### config.mk
export PLATFORM = sky130hd
export DESIGN_NAME = three_wire_rtc_serial_master_unit
export DESIGN_NICKNAME = d
export VERILOG_FILES = /design/src/rtl/rtc3w_pkg.sv /design/src/rtl/three_wire_rtc_serial_master_unit.sv /design/src/rtl/rtc3w_cfg.sv /design/src/rtl/rtc3w_seq.sv
export SDC_FILE = /design/constraint.sdc
export NUM_CORES = 1
export LEC_CHECK = 0
export ABC_AREA = 1
export BUFFER_PORTS_ARGS = -buffer_cell sky130_fd_sc_hd__buf_2
export CAP_MARGIN = 20
export CORE_AREA = 2 2 96 98
export DETAILED_ROUTE_END_ITERATION = 10
export DIE_AREA = 0 0 98 100
export GPL_TIMING_DRIVEN = 1
export HOLD_SLACK_MARGIN = 0.06
export PLACE_DENSITY = 0.79
export SLEW_MARGIN = 20
export SYNTH_ARGS = -nofsm -noshare
export SYNTH_HDL_FRONTEND = slang
export SYNTH_SLANG_ARGS = --single-unit
export TNS_END_PERCENT = 5
### constraint.sdc
create_clock -name clk -period 2.7 [get_ports clk]
set_input_delay 0.54 -clock clk [delete_from_list [all_inputs] [get_ports clk]]
set_output_delay 0.54 -clock clk [all_outputs]
set_load 0.01 [all_outputs]
### src/rtl/rtc3w_pkg.sv
// Shared types for the three-wire RTC serial master.
// Tick and result beat structs, configuration bundle and register indexes.
// No dependencies.
`timescale 1ns / 1ps

package rtc3w_pkg;

  localparam int TimeW = 10;
  localparam int WaitW = 11;

  // command codes
  localparam logic [1:0] CMD_TICK  = 2'd0;
  localparam logic [1:0] CMD_READ  = 2'd1;
  localparam logic [1:0] CMD_WRITE = 2'd2;

  // configuration register indexes
  localparam logic [1:0] REG_HALF_PERIOD = 2'd0;
  localparam logic [1:0] REG_CE_SETUP    = 2'd1;
  localparam logic [1:0] REG_CE_HOLD     = 2'd2;

  localparam logic [TimeW-1:0] HALF_PERIOD_RESET = 10'd50;
  localparam logic [TimeW-1:0] CE_SETUP_RESET    = 10'd200;
  localparam logic [TimeW-1:0] CE_HOLD_RESET     = 10'd20;

  typedef struct packed {
    logic [1:0] command;
    logic [5:0] reg_addr;
    logic [7:0] write_data;
    logic       io_in;
  } tick_t;

  typedef struct packed {
    logic       ce_pin;
    logic       sclk_pin;
    logic       io_out;
    logic       io_drive;
    logic       busy_res;
    logic       done_res;
    logic [7:0] read_data;
  } res_t;

  typedef struct packed {
    logic [TimeW-1:0] half_period_ticks;
    logic [TimeW-1:0] ce_setup_ticks;
    logic [TimeW-1:0] ce_hold_ticks;
  } cfg_t;

  // a programmed zero acts as one
  function automatic logic [TimeW-1:0] at_least_one(input logic [TimeW-1:0] v);
    return (v == '0) ? TimeW'(1) : v;
  endfunction

endpackage

### src/rtl/three_wire_rtc_serial_master_unit.sv
// Top level of the three-wire RTC serial master: handshake and result register.
// Depends on rtc3w_pkg, rtc3w_cfg and rtc3w_seq.
// Result beat: registered, valid in the cycle after its tick beat is accepted.
// Throughput: one tick beat per cycle while a held result does not stall it;
//   sequencer and result register advance in the cycle a beat is accepted.
// Reset (rst, synchronous): sequencer idle, pins low and released, timing
//   registers at 50/200/20 ticks, result register empty.
`timescale 1ns / 1ps

module three_wire_rtc_serial_master_unit (
  input  logic                         clk,
  input  logic                         rst,
  input  logic                         cfg_wen,
  input  logic [1:0]                   cfg_index,
  input  logic [rtc3w_pkg::TimeW-1:0]  cfg_data,
  input  logic                         tick_valid,
  output logic                         tick_stall,
  input  rtc3w_pkg::tick_t             tick_data,
  output logic                         res_valid,
  input  logic                         res_stall,
  output rtc3w_pkg::res_t              res_data
);

  rtc3w_pkg::cfg_t cfg;
  rtc3w_pkg::res_t res_comb;
  logic            accept;

  assign tick_stall = res_valid && res_stall;
  assign accept     = tick_valid && !tick_stall;

  rtc3w_cfg u_cfg (
    .clk       (clk),
    .rst       (rst),
    .cfg_wen   (cfg_wen),
    .cfg_index (cfg_index),
    .cfg_data  (cfg_data),
    .cfg       (cfg)
  );

  rtc3w_seq u_seq (
    .clk  (clk),
    .rst  (rst),
    .step (accept),
    .tick (tick_data),
    .cfg  (cfg),
    .res  (res_comb)
  );

  always_ff @(posedge clk) begin
    if (rst) begin
      res_valid <= 1'b0;
    end else if (accept) begin
      res_valid <= 1'b1;
    end else if (!res_stall) begin
      res_valid <= 1'b0;
    end
  end

  always_ff @(posedge clk) begin
    if (accept) begin
      res_data <= res_comb;
    end
  end

endmodule

### src/rtl/rtc3w_cfg.sv
// Timing configuration registers of the three-wire RTC serial master.
// Depends on rtc3w_pkg.
`timescale 1ns / 1ps

module rtc3w_cfg (
  input  logic                         clk,
  input  logic                         rst,
  input  logic                         cfg_wen,
  input  logic [1:0]                   cfg_index,
  input  logic [rtc3w_pkg::TimeW-1:0]  cfg_data,
  output rtc3w_pkg::cfg_t              cfg
);

  always_ff @(posedge clk) begin
    if (rst) begin
      cfg.half_period_ticks <= rtc3w_pkg::HALF_PERIOD_RESET;
      cfg.ce_setup_ticks    <= rtc3w_pkg::CE_SETUP_RESET;
      cfg.ce_hold_ticks     <= rtc3w_pkg::CE_HOLD_RESET;
    end else if (cfg_wen) begin
      case (cfg_index)
        rtc3w_pkg::REG_HALF_PERIOD: cfg.half_period_ticks <= cfg_data;
        rtc3w_pkg::REG_CE_SETUP:    cfg.ce_setup_ticks    <= cfg_data;
        rtc3w_pkg::REG_CE_HOLD:     cfg.ce_hold_ticks     <= cfg_data;
        default: ;
      endcase
    end
  end

endmodule

### src/rtl/rtc3w_seq.sv
// Bus sequencer: phase, wait counter, shift bytes and pin registers.
// Advances one tick per accepted beat and forms that beat's result.
// Depends on rtc3w_pkg.
`timescale 1ns / 1ps

module rtc3w_seq (
  input  logic               clk,
  input  logic               rst,
  input  logic               step,
  input  rtc3w_pkg::tick_t   tick,
  input  rtc3w_pkg::cfg_t    cfg,
  output rtc3w_pkg::res_t    res
);

  localparam logic [3:0] PH_IDLE     = 4'd0;
  localparam logic [3:0] PH_CE_LOW   = 4'd1;
  localparam logic [3:0] PH_CLK_LOW  = 4'd2;
  localparam logic [3:0] PH_SETUP    = 4'd3;
  localparam logic [3:0] PH_CMD_LOW  = 4'd4;
  localparam logic [3:0] PH_CMD_HIGH = 4'd5;
  localparam logic [3:0] PH_RX_TURN  = 4'd6;
  localparam logic [3:0] PH_RX_LOW   = 4'd7;
  localparam logic [3:0] PH_RX_HIGH  = 4'd8;
  localparam logic [3:0] PH_HOLD     = 4'd9;
  localparam logic [3:0] PH_DAT_LOW  = 4'd10;
  localparam logic [3:0] PH_DAT_HIGH = 4'd11;

  localparam int WaitW = rtc3w_pkg::WaitW;

  logic [3:0]       phase, phase_next;
  logic [2:0]       bit_index, bit_index_next;
  logic [WaitW-1:0] wait_count, wait_count_next;
  logic [7:0]       command_byte, command_byte_next;
  logic [7:0]       data_byte, data_byte_next;
  logic             is_write, is_write_next;
  logic [7:0]       received_byte, received_byte_next;
  logic             sclk, sclk_next;
  logic             io_out, io_out_next;
  logic             io_drive, io_drive_next;
  logic             done;

  logic [WaitW-1:0] hp, hp2, setup_w, hold_w;
  logic             start;

  assign hp      = {1'b0, rtc3w_pkg::at_least_one(cfg.half_period_ticks)};
  assign hp2     = {rtc3w_pkg::at_least_one(cfg.half_period_ticks), 1'b0};
  assign setup_w = {1'b0, rtc3w_pkg::at_least_one(cfg.ce_setup_ticks)};
  assign hold_w  = {1'b0, rtc3w_pkg::at_least_one(cfg.ce_hold_ticks)};
  assign start   = (tick.command == rtc3w_pkg::CMD_READ) ||
                   (tick.command == rtc3w_pkg::CMD_WRITE);

  always_comb begin
    phase_next         = phase;
    bit_index_next     = bit_index;
    wait_count_next    = wait_count;
    command_byte_next  = command_byte;
    data_byte_next     = data_byte;
    is_write_next      = is_write;
    received_byte_next = received_byte;
    sclk_next          = sclk;
    io_out_next        = io_out;
    io_drive_next      = io_drive;
    done               = 1'b0;

    if (phase == PH_IDLE || phase > PH_DAT_HIGH) begin
      phase_next = PH_IDLE;
      if (start) begin
        is_write_next     = (tick.command == rtc3w_pkg::CMD_WRITE);
        command_byte_next = {1'b1, tick.reg_addr, ~is_write_next};
        data_byte_next    = is_write_next ? tick.write_data : 8'h00;
        bit_index_next    = 3'd0;
        phase_next        = PH_CE_LOW;
        wait_count_next   = hp;
      end
    end else if (wait_count > WaitW'(1)) begin
      wait_count_next = wait_count - WaitW'(1);
    end else begin
      case (phase)
        PH_CE_LOW: begin
          sclk_next       = 1'b0;
          phase_next      = PH_CLK_LOW;
          wait_count_next = hp;
        end
        PH_CLK_LOW: begin
          phase_next      = PH_SETUP;
          wait_count_next = setup_w;
        end
        PH_SETUP: begin
          bit_index_next  = 3'd0;
          sclk_next       = 1'b0;
          io_drive_next   = 1'b1;
          io_out_next     = command_byte[0];
          phase_next      = PH_CMD_LOW;
          wait_count_next = hp;
        end
        PH_CMD_LOW: begin
          sclk_next       = 1'b1;
          phase_next      = PH_CMD_HIGH;
          wait_count_next = hp;
        end
        PH_CMD_HIGH: begin
          if (bit_index != 3'd7) begin
            bit_index_next  = bit_index + 3'd1;
            sclk_next       = 1'b0;
            io_drive_next   = 1'b1;
            io_out_next     = command_byte[bit_index_next];
            phase_next      = PH_CMD_LOW;
            wait_count_next = hp;
          end else if (is_write) begin
            bit_index_next  = 3'd0;
            sclk_next       = 1'b0;
            io_drive_next   = 1'b1;
            io_out_next     = data_byte[0];
            phase_next      = PH_DAT_LOW;
            wait_count_next = hp;
          end else begin
            // turnaround: release IO, SCLK stays high
            io_drive_next   = 1'b0;
            sclk_next       = 1'b1;
            phase_next      = PH_RX_TURN;
            wait_count_next = hp;
          end
        end
        PH_DAT_LOW: begin
          sclk_next       = 1'b1;
          phase_next      = PH_DAT_HIGH;
          wait_count_next = hp;
        end
        PH_DAT_HIGH: begin
          if (bit_index != 3'd7) begin
            bit_index_next  = bit_index + 3'd1;
            sclk_next       = 1'b0;
            io_drive_next   = 1'b1;
            io_out_next     = data_byte[bit_index_next];
            phase_next      = PH_DAT_LOW;
            wait_count_next = hp;
          end else begin
            bit_index_next  = 3'd0;
            phase_next      = PH_IDLE;
            wait_count_next = '0;
            done            = 1'b1;
          end
        end
        PH_RX_TURN: begin
          bit_index_next  = 3'd0;
          sclk_next       = 1'b0;
          phase_next      = PH_RX_LOW;
          wait_count_next = hp2;
        end
        PH_RX_LOW: begin
          // sample on the tick that raises SCLK
          if (tick.io_in) data_byte_next[bit_index] = 1'b1;
          sclk_next       = 1'b1;
          phase_next      = PH_RX_HIGH;
          wait_count_next = hp;
        end
        PH_RX_HIGH: begin
          if (bit_index != 3'd7) begin
            bit_index_next  = bit_index + 3'd1;
            sclk_next       = 1'b0;
            phase_next      = PH_RX_LOW;
            wait_count_next = hp2;
          end else begin
            bit_index_next  = 3'd0;
            phase_next      = PH_HOLD;
            wait_count_next = hold_w;
          end
        end
        default: begin
          received_byte_next = data_byte;
          phase_next         = PH_IDLE;
          wait_count_next    = '0;
          done               = 1'b1;
        end
      endcase
    end
  end

  always_ff @(posedge clk) begin
    if (rst) begin
      phase         <= PH_IDLE;
      bit_index     <= 3'd0;
      wait_count    <= '0;
      command_byte  <= 8'h00;
      data_byte     <= 8'h00;
      is_write      <= 1'b0;
      received_byte <= 8'h00;
      sclk          <= 1'b0;
      io_out        <= 1'b0;
      io_drive      <= 1'b0;
    end else if (step) begin
      phase         <= phase_next;
      bit_index     <= bit_index_next;
      wait_count    <= wait_count_next;
      command_byte  <= command_byte_next;
      data_byte     <= data_byte_next;
      is_write      <= is_write_next;
      received_byte <= received_byte_next;
      sclk          <= sclk_next;
      io_out        <= io_out_next;
      io_drive      <= io_drive_next;
    end
  end

  // pin levels after this tick's action
  always_comb begin
    res.ce_pin    = (phase_next >= PH_SETUP && phase_next <= PH_RX_HIGH) ||
                    phase_next == PH_DAT_LOW || phase_next == PH_DAT_HIGH;
    res.sclk_pin  = sclk_next;
    res.io_out    = io_out_next;
    res.io_drive  = io_drive_next;
    res.busy_res  = (phase_next != PH_IDLE);
    res.done_res  = done;
    res.read_data = received_byte_next;
  end

endmodule
==> flow_summary.json <==
{
  "synth_most_common_cell": "nand2_1",
  "max_stage_delay_ns": 0.47,
  "p_leak_nw": 2.56,
  "skew_ns": 0.00828,
  "syn_avg_cell_area_um2": 6.69,
  "relSlewSlack_pct": 55.6,
  "clkPwrFrac_pct": 23.5,
  "r2r_slack_ns": 0.32,
  "die_h_um": 100,
  "drcViolationCount": 0,
  "worstMarginPinSlew_ns": 0.660,
  "period_share_pct": 88.2,
  "nNetsFinal": 851,
  "r2r_end": "res_data[9]",
  "worstHoldPathCells": 3,
  "crit_chain": "ha_1 > ha_1 > clkinv_1 > nand3_2 > nand2_1 > inv_2 > nand4_1 > nand2_1 > nand2_1 > nor2_1 > nand4_1",
  "cts_resized": 0,
  "antenna_found_initial": 0,
  "r2r_start": "u_seq.bit_index[1]",
  "track_usage_pct": 28.1,
  "wirelength_um": 13400,
  "p_per_area_nw_per_um2": 622,
  "cts_inserted_buffers": 9,
  "cts_tree": "done",
  "rsz0062_at_grt": "false",
  "ir_drop_uv": 288,
  "clk_pin_slew_worst_paths_ns": 0.09,
  "grt_first_pass_wirelength_um": 22300,
  "ios": 50,
  "min_path_type": "in -> reg",
  "critical_path_required_ns": 2.81,
  "status": "complete, no violations",
  "swShare_pct": 37.9,
  "fillCellCount": 863,
  "drive_above_1_share_pct": 13.6,
  "pwr-share-seq_pct": 45.2,
  "setup_viol": 0,
  "end_kind": "register",
  "combPwrFrac_pct": 31.3,
  "rr_worst_depth": 11,
  "synthCells": 770,
  "synth_top_area_share_pct": 29.9,
  "gp_congestion": 0.952,
  "synth_cell_types": 40,
  "synth.yosys.seq_area_share_pct": 38.1,
  "initial_core_util_pct": 58.0,
  "wire_per_inst_um": 14.4,
  "fin_tns_setup_ns": 0,
  "layout.cells.non_filler": 927,
  "yosys_warnings": 0,
  "syn_nets": 810,
  "vias": 5161,
  "dp.cells": 911,
  "holdBufCountCts": 0,
  "regArea_um2": 1960,
  "viasPerCell": 5.57,
  "max_clock_freq_mhz": 420,
  "grt-ovfl-total": 0,
  "cp-start-kind": "register",
  "p_total_mw": 3.51,
  "hold_viol": 0,
  "multi_input_area_um2": 2680,
  "hold_slack_ns": 0.417,
  "n_antenna_cell": 0,
  "ctsHtreeMaxLevel": 3,
  "cp_slowest_cell": "dfxtp_1",
  "arrival_ns": 2.49,
  "num_rows": 35,
  "drv_cap": 0,
  "post_cts_buffers": 0,
  "clk_path_buf_depth": 2,
  "critPathKind": "reg -> reg",
  "synth_edf_count": 14,
  "critPathMostFrequentCell": "nand2_1",
  "path_max_fanout": 9,
  "switchingPower_mw": 1.33,
  "grt_start_max_net_pins": 48,
  "route.antenna.remaining_nets": 0,
  "yosys.area.top_type": "dfxtp_1",
  "syn_area_um2": 5150,
  "holdPathEnd": "u_cfg.cfg[17]",
  "ys_ff_latch": 91,
  "yosys-top-cells-count": "nand2_1, inv_1, a21oi_1",
  "area_growth_pct": 9.40,
  "clock-sinks": 91,
  "worstSkewPairLatency_ns": 0.37,
  "drtIter0Drc": 428,
  "synth-async-reset-ratio_pct": 0,
  "min-delay-start": "cfg_data[7]",
  "slew_viol_final": 0,
  "die_area_um2": 9800,
  "fin_crit_ns": 2.38,
  "yosys-top-cells-area": "dfxtp_1, nand2_1, a21oi_1, edfxtp_1, inv_1",
  "critPathBufInv": 2,
  "intPower_mw": 2.18,
  "critical-path-top-delay-family": "simple AND/OR/NAND/NOR gates",
  "first_pass_iters": 6,
  "dpl.hpwl_um": 10100,
  "portBuffers": 49,
  "root_buffer": "clkbuf_8",
  "grt_pass1_vias": 4789,
  "core_um2": 8890,
  "ys_dominant_reg_cell": "dfxtp_1",
  "chipWidth_um": 98
}
registers in the layout, indices dropped and copies added, names as in the netlist:
register / cells
res_data: 14
res_valid: 1
u_cfg.cfg: 30
u_seq.bit_index: 3
u_seq.command_byte: 8
u_seq.data_byte: 8
u_seq.io_drive: 1
u_seq.io_out: 1
u_seq.is_write: 1
u_seq.phase: 4
u_seq.received_byte: 8
u_seq.sclk: 1
u_seq.wait_count: 11
kinds of logic after synthesis:
logic type      synth area share [%]
compound gates                  19.0
simple gates                    30.7
buf+inv                         10.1
xor+xnor                       0.680
fa+ha+maj                       1.46
flops                           38.1
cells in the final DEF, fill, tap and decap left out, types with 2 or more instances in the layout:
master,synthesis,routed
nor2_4,5,5
xor2_1,3,3
nand2_2,9,9
clkinv_2,0,3
nor2_1,62,61
a21oi_1,89,89
o21ai_0,66,66
o22ai_1,2,2
o21bai_1,2,2
clkbuf_8,0,9
nand3b_1,3,3
edfxtp_1,14,14
nor3_1,12,12
o211ai_1,7,7
inv_2,7,7
dfxtp_1,77,77
clkinv_1,2,3
o21ai_1,15,15
buf_2,6,49
nand2_1,197,197
nand4_1,13,13
buf_4,1,7
ha_1,6,6
clkinv_4,0,3
nor2_2,7,8
inv_1,96,96
nand3_2,3,3
nand3_1,35,35
per-layer routing:
metal  track usage (%)  share of wire, %
met5                 0                 0
met4              9.83               2.7
met3              6.27               5.9
met2              51.5                50
met1              32.2                41
power by group through the flow:
stage | logic [mW] | clock network, mW | registers, mW
floorplan | 0.818 | 0 | 1.60
global placement | 1.05 | 0 | 1.61
detailed placement | 1.07 | 0 | 1.61
CTS | 1.08 | 0.835 | 1.58
global route | 1.23 | 0.891 | 1.60
finish | 1.10 | 0.826 | 1.59
how the worst max path moves through the flow:
| stage | start | end | cells after the start | slack (ns) |
|---|---|---|---|---|
| 2_1_floorplan | u_seq.bit_index[1] | res_data[13] | 14 | 0.65 |
| 3_3_place_gp | u_seq.bit_index[1] | res_data[13] | 13 | 0.58 |
| 3_5_place_dp | u_seq.bit_index[1] | res_data[9] | 11 | 0.42 |
| 4_1_cts | u_seq.bit_index[1] | res_data[9] | 11 | 0.40 |
| 5_1_grt | u_seq.bit_index[1] | res_data[9] | 11 | 0.23 |
| 6_report | u_seq.bit_index[1] | res_data[9] | 11 | 0.32 |
worst register-to-register path: stages, from the launching register on:
cell,delay [ns]
dfxtp_1,0.47
ha_1,0.24
ha_1,0.21
clkinv_1,0.28
nand3_2,0.22
nand2_1,0.13
inv_2,0.09
nand4_1,0.09
nand2_1,0.08
nand2_1,0.09
nor2_1,0.11
nand4_1,0.10
area by class of cell:
cell class | instances | area share [%]
multi-input cells | 548 | 47.5
flip-flops and latches | 91 | 34.8
repair buffers | 56 | 5.28
clock inverters | 7 | 0.799
inverters | 105 | 6.99
well taps | 111 | 2.46
clock buffers | 9 | 2.20
through the flow:
step                worst slack, ns  instance area (µm²)  utilization, %
floorplan                     0.648                 5150               -
CTS                           0.400                 5640            63.4
global route                  0.225                 5640            63.4
detailed placement            0.425                 5470            61.5
global placement              0.580                 5470            61.5
finish                        0.318                 5640            63.4
(Power assumes the default switching activity.)
